$ cat config.mk
export PLATFORM = sky130hd
export DESIGN_NAME = frame_pitch_level_tracker_core
export DESIGN_NICKNAME = d
export VERILOG_FILES = /design/src/hw/rtl/fpl_pkg.sv /design/src/hw/rtl/frame_pitch_level_tracker_core.sv /design/src/hw/rtl/fpl_cfg.sv /design/src/hw/rtl/fpl_ctrl.sv /design/src/hw/rtl/fpl_datapath.sv
export SDC_FILE = /design/constraint.sdc
export NUM_CORES = 2
export LEC_CHECK = 0
export BUFFER_PORTS_ARGS = -buffer_cell sky130_fd_sc_hd__buf_2
export CORE_MARGIN = 4
export CORE_UTILIZATION = 40
export CTS_CLUSTER_SIZE = 16
export DETAILED_ROUTE_END_ITERATION = 10
export GPL_ROUTABILITY_DRIVEN = 0
export SLEW_MARGIN = 10
export SYNTH_ARGS = -nofsm -noshare
export SYNTH_HDL_FRONTEND = slang
export SYNTH_SLANG_ARGS = --single-unit
$ cat constraint.sdc
create_clock -name clk -period 19.6 [get_ports clk]
set_input_delay 1.96 -clock clk [delete_from_list [all_inputs] [get_ports clk]]
set_output_delay 1.96 -clock clk [all_outputs]
set_load 0.05 [all_outputs]
$ cat src/hw/rtl/fpl_pkg.sv
// Shared types, register codes and width helpers for the pitch and level tracker.
// No dependencies; every other RTL module refers to it by scoped names.
`timescale 1ns / 1ps

package fpl_pkg;

	localparam int MAX_FRAME_DEF = 32768;
	localparam int SAMPLE_W      = 8;
	localparam int FREQ_W        = 16;
	localparam int VOL_W         = 4;
	localparam int IN_TDATA_W    = 8;
	localparam int OUT_TDATA_W   = 24;
	localparam int CFG_IDX_W     = 2;
	localparam int CFG_DATA_W    = 16;
	localparam int RATE_W        = 16;
	localparam int FLEN_W        = 16;
	localparam int NOISE_W       = 4;
	localparam int FRAC_SHIFT    = 23;
	localparam int MHZ_W         = 20;
	localparam int ONE_MHZ       = 1000000;
	localparam int MID_POINT     = 128;
	localparam int VOL_MAX       = 15;
	localparam int VOL_SHIFT     = 7;

	typedef enum logic [CFG_IDX_W-1:0] {
		CFG_SAMPLE_RATE  = 2'd0,
		CFG_FRAME_LENGTH = 2'd1,
		CFG_NOISE_FLOOR  = 2'd2
	} cfg_idx_t;

	typedef struct packed {
		logic [RATE_W-1:0]  sample_rate_hz;
		logic [FLEN_W-1:0]  frame_length;
		logic [NOISE_W-1:0] noise_floor;
	} fpl_cfg_t;

	// controller to datapath
	typedef struct packed {
		logic accept;
		logic mul;
		logic div_step;
		logic avg_step;
		logic load_out;
	} fpl_cmd_t;

	// datapath to controller
	typedef struct packed {
		logic frame_end;
	} fpl_sts_t;

	// width of a frame length / index / crossing count
	function automatic int len_w(input int max_frame);
		return $clog2(max_frame + 1);
	endfunction

	// width of the deviation sum
	function automatic int sum_w(input int max_frame);
		return $clog2(max_frame * MID_POINT + 1);
	endfunction

	// width of the frequency dividend crossings * rate * 2^23
	function automatic int num_w(input int max_frame);
		return len_w(max_frame) + RATE_W + FRAC_SHIFT;
	endfunction

	// width of the frequency divisor len * 10^6
	function automatic int den_w(input int max_frame);
		return len_w(max_frame) + MHZ_W;
	endfunction

endpackage

$ cat src/hw/rtl/frame_pitch_level_tracker_core.sv
// Top level of the frame pitch and level tracker: config registers, controller
// and datapath. Depends on fpl_pkg, fpl_cfg, fpl_ctrl and fpl_datapath.
`timescale 1ns / 1ps

// Usage:
// - s_axis carries one unsigned 8-bit sample per transaction; samples are cut into
//   frames of frame_length samples (clamped to 1..MAX_FRAME).
// - At the end of each frame one transaction leaves on m_axis with the
//   oscillator word (bits 15:0) and the 4-bit volume (bits 19:16).
// - The cfg channel writes sample_rate_hz (index 0), frame_length (1) and
//   noise_floor (2); cfg_ready is always high, other indexes are ignored.
//   Write only while no frame result is pending.
// - Samples inside a frame are taken one per cycle.
// - After the last sample of a frame, s_axis_tready stays low through the
//   product step, one restoring-division step per dividend bit, and the load
//   of the result register. The result is valid in the cycle after the load.
// - If the sink stalls, the result waits in the output register and samples of
//   the next frame are still taken; only the load of the next result waits for it.
// - Reset clears the frame accumulators, drops any pending result and restores
//   rate 8000, frame length 400 and noise floor 2.

module frame_pitch_level_tracker_core #(
	parameter int MAX_FRAME = fpl_pkg::MAX_FRAME_DEF
) (
	input  logic                             clk,
	input  logic                             arst_n,
	input  logic                             s_axis_tvalid,
	output logic                             s_axis_tready,
	input  logic [fpl_pkg::IN_TDATA_W-1:0]   s_axis_tdata,  // [7:0] sample
	output logic                             m_axis_tvalid,
	input  logic                             m_axis_tready,
	output logic [fpl_pkg::OUT_TDATA_W-1:0]  m_axis_tdata,  // [15:0] freq_word, [19:16] volume
	input  logic                             cfg_valid,
	output logic                             cfg_ready,
	input  logic [fpl_pkg::CFG_IDX_W-1:0]    cfg_index,
	input  logic [fpl_pkg::CFG_DATA_W-1:0]   cfg_data
);

	fpl_pkg::fpl_cfg_t cfg;
	fpl_pkg::fpl_cmd_t cmd;
	fpl_pkg::fpl_sts_t sts;

	logic [fpl_pkg::FREQ_W-1:0] freq_word;
	logic [fpl_pkg::VOL_W-1:0]  volume;

	fpl_cfg u_cfg (
		.clk       (clk),
		.arst_n    (arst_n),
		.cfg_valid (cfg_valid),
		.cfg_ready (cfg_ready),
		.cfg_index (cfg_index),
		.cfg_data  (cfg_data),
		.cfg       (cfg)
	);

	fpl_ctrl #(
		.MAX_FRAME (MAX_FRAME)
	) u_ctrl (
		.clk           (clk),
		.arst_n        (arst_n),
		.s_axis_tvalid (s_axis_tvalid),
		.s_axis_tready (s_axis_tready),
		.m_axis_tvalid (m_axis_tvalid),
		.m_axis_tready (m_axis_tready),
		.sts           (sts),
		.cmd           (cmd)
	);

	fpl_datapath #(
		.MAX_FRAME (MAX_FRAME)
	) u_dp (
		.clk       (clk),
		.arst_n    (arst_n),
		.cfg       (cfg),
		.cmd       (cmd),
		.sts       (sts),
		.sample    (s_axis_tdata[fpl_pkg::SAMPLE_W-1:0]),
		.freq_word (freq_word),
		.volume    (volume)
	);

	// pack result fields, pad to whole bytes
	assign m_axis_tdata = {
		(fpl_pkg::OUT_TDATA_W - fpl_pkg::FREQ_W - fpl_pkg::VOL_W)'(0),
		volume,
		freq_word
	};

endmodule

$ cat src/hw/rtl/fpl_cfg.sv
// Configuration register file: sample rate, frame length and noise floor.
// Depends on fpl_pkg for register codes and the config struct.
`timescale 1ns / 1ps

module fpl_cfg (
	input  logic                           clk,
	input  logic                           arst_n,
	input  logic                           cfg_valid,
	output logic                           cfg_ready,
	input  logic [fpl_pkg::CFG_IDX_W-1:0]  cfg_index,
	input  logic [fpl_pkg::CFG_DATA_W-1:0] cfg_data,
	output fpl_pkg::fpl_cfg_t              cfg
);

	fpl_pkg::fpl_cfg_t cfg_q;

	// always take a write; unknown indexes are dropped
	assign cfg_ready = 1'b1;
	assign cfg       = cfg_q;

	always_ff @(posedge clk or negedge arst_n) begin
		if (!arst_n) begin
			cfg_q.sample_rate_hz <= fpl_pkg::RATE_W'(8000);
			cfg_q.frame_length   <= fpl_pkg::FLEN_W'(400);
			cfg_q.noise_floor    <= fpl_pkg::NOISE_W'(2);
		end else if (cfg_valid && cfg_ready) begin
			case (fpl_pkg::cfg_idx_t'(cfg_index))
				fpl_pkg::CFG_SAMPLE_RATE:  cfg_q.sample_rate_hz <= cfg_data[fpl_pkg::RATE_W-1:0];
				fpl_pkg::CFG_FRAME_LENGTH: cfg_q.frame_length   <= cfg_data[fpl_pkg::FLEN_W-1:0];
				fpl_pkg::CFG_NOISE_FLOOR:  cfg_q.noise_floor    <= cfg_data[fpl_pkg::NOISE_W-1:0];
				default: ;
			endcase
		end
	end

endmodule

$ cat src/hw/rtl/fpl_ctrl.sv
// Controller: sequences accumulation, the product step, the shared division
// loop and the result register handoff. Depends on fpl_pkg.
`timescale 1ns / 1ps

module fpl_ctrl #(
	parameter int MAX_FRAME = fpl_pkg::MAX_FRAME_DEF
) (
	input  logic              clk,
	input  logic              arst_n,
	input  logic              s_axis_tvalid,
	output logic              s_axis_tready,
	output logic              m_axis_tvalid,
	input  logic              m_axis_tready,
	input  fpl_pkg::fpl_sts_t sts,
	output fpl_pkg::fpl_cmd_t cmd
);

	localparam int NUM_W = fpl_pkg::num_w(MAX_FRAME);
	localparam int SUM_W = fpl_pkg::sum_w(MAX_FRAME);
	localparam int CNT_W = $clog2(NUM_W);

	typedef enum logic [1:0] {
		ST_ACCUM,
		ST_MUL,
		ST_DIV,
		ST_FIN
	} state_t;

	state_t           state_q;
	logic [CNT_W-1:0] cnt_q;
	logic             out_valid_q;
	logic             out_free;

	assign s_axis_tready = (state_q == ST_ACCUM);
	assign m_axis_tvalid = out_valid_q;
	assign out_free      = !out_valid_q || m_axis_tready;

	// decode commands from state
	always_comb begin
		cmd          = '0;
		cmd.accept   = s_axis_tvalid && (state_q == ST_ACCUM);
		cmd.mul      = (state_q == ST_MUL);
		cmd.div_step = (state_q == ST_DIV);
		cmd.avg_step = (state_q == ST_DIV) && (cnt_q < CNT_W'(SUM_W));
		cmd.load_out = (state_q == ST_FIN) && out_free;
	end

	// state, step counter and result valid
	always_ff @(posedge clk or negedge arst_n) begin
		if (!arst_n) begin
			state_q     <= ST_ACCUM;
			cnt_q       <= '0;
			out_valid_q <= 1'b0;
		end else begin
			if (cmd.load_out) begin
				out_valid_q <= 1'b1;
			end else if (m_axis_tready) begin
				out_valid_q <= 1'b0;
			end
			case (state_q)
				ST_ACCUM: begin
					if (cmd.accept && sts.frame_end) begin
						state_q <= ST_MUL;
					end
				end
				ST_MUL: begin
					cnt_q   <= '0;
					state_q <= ST_DIV;
				end
				ST_DIV: begin
					cnt_q <= cnt_q + CNT_W'(1);
					if (cnt_q == CNT_W'(NUM_W - 1)) begin
						state_q <= ST_FIN;
					end
				end
				ST_FIN: begin
					if (out_free) begin
						state_q <= ST_ACCUM;
					end
				end
				default: state_q <= ST_ACCUM;
			endcase
		end
	end

endmodule

$ cat src/hw/rtl/fpl_datapath.sv
// Datapath: frame accumulators, frame snapshot, multipliers, two restoring
// dividers stepped by the controller, and the result register. Depends on fpl_pkg.
`timescale 1ns / 1ps

module fpl_datapath #(
	parameter int MAX_FRAME = fpl_pkg::MAX_FRAME_DEF
) (
	input  logic                            clk,
	input  logic                            arst_n,
	input  fpl_pkg::fpl_cfg_t               cfg,
	input  fpl_pkg::fpl_cmd_t               cmd,
	output fpl_pkg::fpl_sts_t               sts,
	input  logic [fpl_pkg::SAMPLE_W-1:0]    sample,
	output logic [fpl_pkg::FREQ_W-1:0]      freq_word,
	output logic [fpl_pkg::VOL_W-1:0]       volume
);

	localparam int LEN_W = fpl_pkg::len_w(MAX_FRAME);
	localparam int SUM_W = fpl_pkg::sum_w(MAX_FRAME);
	localparam int NUM_W = fpl_pkg::num_w(MAX_FRAME);
	localparam int DEN_W = fpl_pkg::den_w(MAX_FRAME);
	localparam int PRD_W = LEN_W + fpl_pkg::RATE_W;
	localparam int VPR_W = SUM_W + fpl_pkg::VOL_W;

	// frame accumulators
	logic [LEN_W-1:0] idx_q;
	logic [LEN_W-1:0] cross_q;
	logic [SUM_W-1:0] sum_q;
	logic             prev_sign_q;

	// division operands
	logic [LEN_W-1:0] cross_snap_q;
	logic [LEN_W-1:0] len_snap_q;
	logic [SUM_W-1:0] avg_q;
	logic [LEN_W-1:0] arem_q;
	logic [NUM_W-1:0] num_q;
	logic [DEN_W-1:0] den_q;
	logic [DEN_W-1:0] rem_q;

	logic [fpl_pkg::FREQ_W-1:0] freq_q;
	logic [fpl_pkg::VOL_W-1:0]  vol_q;

	logic [LEN_W-1:0] len;
	logic [LEN_W-1:0] idx_nxt;
	logic [LEN_W-1:0] cross_nxt;
	logic [SUM_W-1:0] sum_nxt;
	logic [7:0]       dev;
	logic             sign;
	logic [LEN_W:0]   ashift;
	logic [DEN_W:0]   rshift;
	logic [PRD_W-1:0] prod;
	logic [VPR_W-1:0] vol_prod;
	logic [VPR_W-1:0] vol_raw;
	logic [fpl_pkg::VOL_W-1:0]  vol_sat;
	logic [fpl_pkg::FREQ_W-1:0] freq_sat;

	// clamp the frame length to 1..MAX_FRAME
	always_comb begin
		if (cfg.frame_length == '0) begin
			len = LEN_W'(1);
		end else if ({1'b0, cfg.frame_length} > 17'(MAX_FRAME)) begin
			len = LEN_W'(MAX_FRAME);
		end else begin
			len = LEN_W'(cfg.frame_length);
		end
	end

	// per-sample update
	assign sign      = sample[fpl_pkg::SAMPLE_W-1];
	assign dev       = sign ? (sample - 8'(fpl_pkg::MID_POINT))
	                        : (8'(fpl_pkg::MID_POINT) - sample);
	assign idx_nxt   = idx_q + LEN_W'(1);
	assign cross_nxt = cross_q + LEN_W'((idx_q != '0) && (sign != prev_sign_q));
	assign sum_nxt   = sum_q + SUM_W'(dev);
	assign sts.frame_end = (idx_nxt >= len);

	always_ff @(posedge clk or negedge arst_n) begin
		if (!arst_n) begin
			idx_q       <= '0;
			cross_q     <= '0;
			sum_q       <= '0;
			prev_sign_q <= 1'b0;
		end else if (cmd.accept) begin
			prev_sign_q <= sign;
			if (sts.frame_end) begin
				idx_q   <= '0;
				cross_q <= '0;
				sum_q   <= '0;
			end else begin
				idx_q   <= idx_nxt;
				cross_q <= cross_nxt;
				sum_q   <= sum_nxt;
			end
		end
	end

	// one restoring step each for the mean and the frequency quotient
	assign ashift = {arem_q, avg_q[SUM_W-1]};
	assign rshift = {rem_q, num_q[NUM_W-1]};
	assign prod   = PRD_W'(cross_snap_q) * PRD_W'(cfg.sample_rate_hz);

	always_ff @(posedge clk) begin
		// snapshot the finished frame
		if (cmd.accept && sts.frame_end) begin
			cross_snap_q <= cross_nxt;
			len_snap_q   <= len;
			avg_q        <= sum_nxt;
			arem_q       <= '0;
		end
		// form the frequency dividend and divisor
		if (cmd.mul) begin
			num_q <= {prod, fpl_pkg::FRAC_SHIFT'(0)};
			den_q <= DEN_W'(len_snap_q) * DEN_W'(fpl_pkg::ONE_MHZ);
			rem_q <= '0;
		end
		if (cmd.avg_step) begin
			if (ashift >= {1'b0, len_snap_q}) begin
				arem_q <= LEN_W'(ashift - {1'b0, len_snap_q});
				avg_q  <= {avg_q[SUM_W-2:0], 1'b1};
			end else begin
				arem_q <= ashift[LEN_W-1:0];
				avg_q  <= {avg_q[SUM_W-2:0], 1'b0};
			end
		end
		if (cmd.div_step) begin
			if (rshift >= {1'b0, den_q}) begin
				rem_q <= DEN_W'(rshift - {1'b0, den_q});
				num_q <= {num_q[NUM_W-2:0], 1'b1};
			end else begin
				rem_q <= rshift[DEN_W-1:0];
				num_q <= {num_q[NUM_W-2:0], 1'b0};
			end
		end
		if (cmd.load_out) begin
			freq_q <= freq_sat;
			vol_q  <= vol_sat;
		end
	end

	// scale the mean, saturate, and apply the noise floor
	assign vol_prod = VPR_W'(avg_q) * VPR_W'(fpl_pkg::VOL_MAX);
	assign vol_raw  = vol_prod >> fpl_pkg::VOL_SHIFT;

	always_comb begin
		if (vol_raw > VPR_W'(fpl_pkg::VOL_MAX)) begin
			vol_sat = fpl_pkg::VOL_W'(fpl_pkg::VOL_MAX);
		end else begin
			vol_sat = vol_raw[fpl_pkg::VOL_W-1:0];
		end
		if (|num_q[NUM_W-1:fpl_pkg::FREQ_W]) begin
			freq_sat = '1;
		end else begin
			freq_sat = num_q[fpl_pkg::FREQ_W-1:0];
		end
		if (vol_sat < cfg.noise_floor) begin
			vol_sat  = '0;
			freq_sat = '0;
		end
	end

	assign freq_word = freq_q;
	assign volume    = vol_q;

endmodule

==> reports/results.tsv <==
stage	metric	value	unit
yosys	Synth Register Bits	313	
floorplanning	Initial Util	0.4053	
detailed_routing	Routed WL	68260	µm
clock_tree	CTS tree	built	
layout	Final Util	0.4398	
clock_tree	# resized after CTS	0	
timing	RSZ-0062 raised after global routing	false	
detailed_routing	drt pass-1 iters	5	
critical_path	worst-path cell chain	and2_1, fa_1, inv_1, fa_1, inv_1, fa_1, fa_1, fa_1, inv_1, fa_1, inv_1, ha_1, and4_1, nand2_1, a21oi_1, a21oi_1, o22ai_1, o41ai_2, o21ai_0, a21oi_1, xnor2_1, mux2_2	
critical_path	slowest CP cell	edfxtp_1	
place	Port Buffers	52	
critical_path	critical path arrival	7.10	ns
critical_path	RR Endpoint	u_dp.num_q[54]	
yosys	post-synthesis cell count	3138	
grt	GRT Resource Usage Total	0.1708	
grt	vias in the first global route	21480	
yosys	Synth async-reset ratio	0.3227	
timing	setup ws final	12.80	ns
timing	worst-margin pin slew	1.075	ns
timing	Final Cycle Share	0.3469	
floorplanning	die area	81730	µm²
critical_path	Setup crit end kind	flip-flop	
yosys	Top FF cell, synth	edfxtp_1	
clock_tree	Post-CTS Hold Buffers	0	
clock_tree	Worst-Skew Late Latency	0.57	ns
floorplanning	die width	285.9	µm
detailed_routing	Metal-1 WL	33900	µm
clock_tree	CTS Buf Count	40	
layout	sequential cell area	8906	µm²
layout	final instance area	33510	µm²
detailed_routing	met3 wire len	3173	µm
floorplanning	number of core rows	101	
yosys	Post-synth EDFFs	212	
worst_hold_path	Min-Delay Endpoint	u_dp.sum_q[0]	
clock_tree	CTS HTree Levels	2	
detailed_routing	Starting DRT DRC Count	1038	
floorplanning	Chip Height	285.9	µm
critical_path	Startpoint Class	flip-flop	
layout	layout cell share with drive strength beyond 1	0.06583	
timing	Max Slew Vio Count	0	
critical_path	worst r2r src	u_dp.cross_snap_q[3]	
detailed_routing	Top Metal Used	met4	
layout	n_diodes	0	
place	area post-placement	32180	µm²
yosys	Netlist cell types	79	
detailed_routing	via count	21320	
status	run status	finished, final reports clean	
worst_hold_path	hold crit path type	reg -> reg	
clock_tree	number of clock sinks	313	
timing	Final Hold Vio Count	0	
critical_path	R2R depth	22	
detailed_routing	drt drc	0	
timing	Setup-failing EPs final	0	
place	pre-CTS setup slack	12.82	ns
yosys	sequential share of the synthesized area	0.2883	
floorplanning	Core Box Area	76200	µm²
yosys	Post-Synthesis Cell Area	30890	µm²
critical_path	CP required	19.90	ns
clock_tree	Max Buffers Root-to-Sink	3	
clock_tree	Root Buffer	clkbuf_16	
clock_tree	Post-CTS Setup Bufs	0	
grt	first-pass GRT wire length	114300	µm
yosys	Ys Warns	0	
critical_path	CP dominant cell by count	fa_1	
timing	minimum clock period	6.799	ns
layout	final net count	3794	
yosys	syn_area_per_cell	9.843	µm²
critical_path	Crit Path Max Fanout	16	
grt	largest net degree at the start of global routing	74	
detailed_routing	Vias/cell	5.070	
critical_path	critical path type	reg -> reg	
worst_hold_path	min-delay src	u_dp.sum_q[0]	
critical_path	Crit path largest cell delay	0.61	ns
timing	Max Freq	0.1471	GHz
timing	Max-Slew Margin vs Limit	0.2813	
run	Max Cap Viol	0	
layout	multi-input logic area	19830	µm²
detailed_routing	Routed met2 length	29930	µm
grt	gr ovfl total	0	
detailed_routing	remaining antenna violation count	0	
timing	Post-Route Setup TNS	0	ns
worst_hold_path	WHS Path Cells	2	
clock_tree	Clk pin slew, worst setup/hold paths	0.06	ns
grt	initial antenna violation count	0	
place	DP HPWL	53580	µm
detailed_routing	Avg WL per Cell	16.23	µm
critical_path	flop2flop setup slack	12.80	ns
floorplanning	I/O pin total	58	
layout	Fill cells	7302	
timing	Worst Skew	0.02479	ns
layout	Area Growth Syn to Fin	8.507	%
[worst max-delay path by stage]
stage / from / end / depth (start not counted)
6_report: u_dp.cross_snap_q[3] / u_dp.num_q[54] / 22
4_1_cts: u_dp.cross_snap_q[3] / u_dp.num_q[54] / 22
5_1_grt: u_cfg.cfg[35] / u_dp.num_q[49] / 21
3_3_place_gp: u_cfg.cfg[29] / u_dp.num_q[54] / 23
3_5_place_dp: u_cfg.cfg[29] / u_dp.num_q[54] / 23
2_1_floorplan: u_cfg.cfg[29] / u_dp.num_q[54] / 25
[sequential cells by signal, summed over array words and instances, names as in the netlist]
register              cells
u_dp.rem_q               36
u_dp.cross_snap_q        16
u_dp.freq_word           16
u_dp.den_q               30
u_dp.num_q               55
u_dp.volume               4
u_dp.sum_q               23
u_dp.avg_q               23
u_dp.len_snap_q          16
u_dp.idx_q               16
u_ctrl.state_q            2
u_dp.prev_sign_q          1
u_dp.cross_q             16
u_ctrl.m_axis_tvalid      1
u_ctrl.cnt_q              6
u_cfg.cfg                36
u_dp.arem_q              16
[cell usage after synthesis, types with 14 or more instances]
cell type  instances  area share
and2_1           150       0.030
nor2b_1           50       0.010
xnor2_1           95       0.027
o21ai_0          147       0.024
nor2_1            96       0.012
nand3_1           51      0.0083
nand2_1          343       0.042
nand2b_1          23      0.0047
a21oi_1          122       0.020
edfxtp_1         212        0.21
o21bai_1          14      0.0034
and3_1            27      0.0055
inv_1            469       0.057
o31ai_1           15      0.0036
a21o_1            61       0.015
a22o_1            22      0.0062
clkbuf_1          84       0.010
nor4_1            22      0.0045
o21a_1            44       0.011
ha_1             323        0.13
mux2_2            43       0.016
fa_1             294        0.19
nand4_1           16      0.0032
dfrtp_1           91       0.074
mux2i_1           40       0.013
xor2_1            48       0.014
nor3_1            43      0.0070
[logic make-up after synthesis]
| kind of cell | Yosys count | share of synthesized area |
|---|---|---|
| simple gates | 877 | 0.1407 |
| fa+ha+maj | 617 | 0.3214 |
| buf+inv | 577 | 0.07178 |
| compound gates | 526 | 0.1084 |
| flops | 313 | 0.2883 |
| xor+xnor | 143 | 0.04055 |
| mux | 83 | 0.02864 |
| other cells | 2 | 0.0002431 |
[stage by stage]
step / std cells / hold WS (ns)
floorplan: 3141 / 0.4538
detailed placement: 4134 / 0.4799
finish: 4205 / 0.4918
global route: 4205 / 0.5190
global placement: 4134 / 0.4725
CTS: 4205 / 0.4924
[per-layer routing]
| metal | up-vias | track usage |
|---|---|---|
| li1 | 10510 | - |
| met5 | - | 0 |
| met4 | 0 | 0.03477 |
| met3 | 75 | 0.02908 |
| met2 | 331 | 0.2632 |
| met1 | 10400 | 0.2542 |
[worst max-delay path: cells and delay by family, from the launching register on]
kind / cells / cell delay [ns]
adder cells (fa/ha/maj): 7 / 3.51
AO/OA/AOI/OAI: 6 / 1.31
flip-flops: 1 / 0.61
AND/OR/NAND/NOR: 3 / 0.58
multiplexers: 1 / 0.26
buffers and inverters: 4 / 0.21
XOR/XNOR: 1 / 0.08
[cell type report]
type	count	area share
sequential	313	0.2657
multi-input combinational	2251	0.5916
timing repair buffer	69	0.01165
clock buffer	47	0.03095
tap	1030	0.03845
inverter	471	0.05275
clock inverter	24	0.008848
[cell usage in the layout, fill, tap and decap left out, types with 95 or more instances in the layout]
cell type | netlist | layout
a21oi_1 | 122 | 122
and2_1 | 150 | 150
edfxtp_1 | 212 | 212
fa_1 | 294 | 294
ha_1 | 323 | 321
inv_1 | 469 | 469
nand2_1 | 343 | 342
nor2_1 | 96 | 95
o21ai_0 | 147 | 146
xnor2_1 | 95 | 95
Power is left out: the tool's default activity adds up to more than one toggle a clock period on the data nets, which glitch-free logic cannot reach.
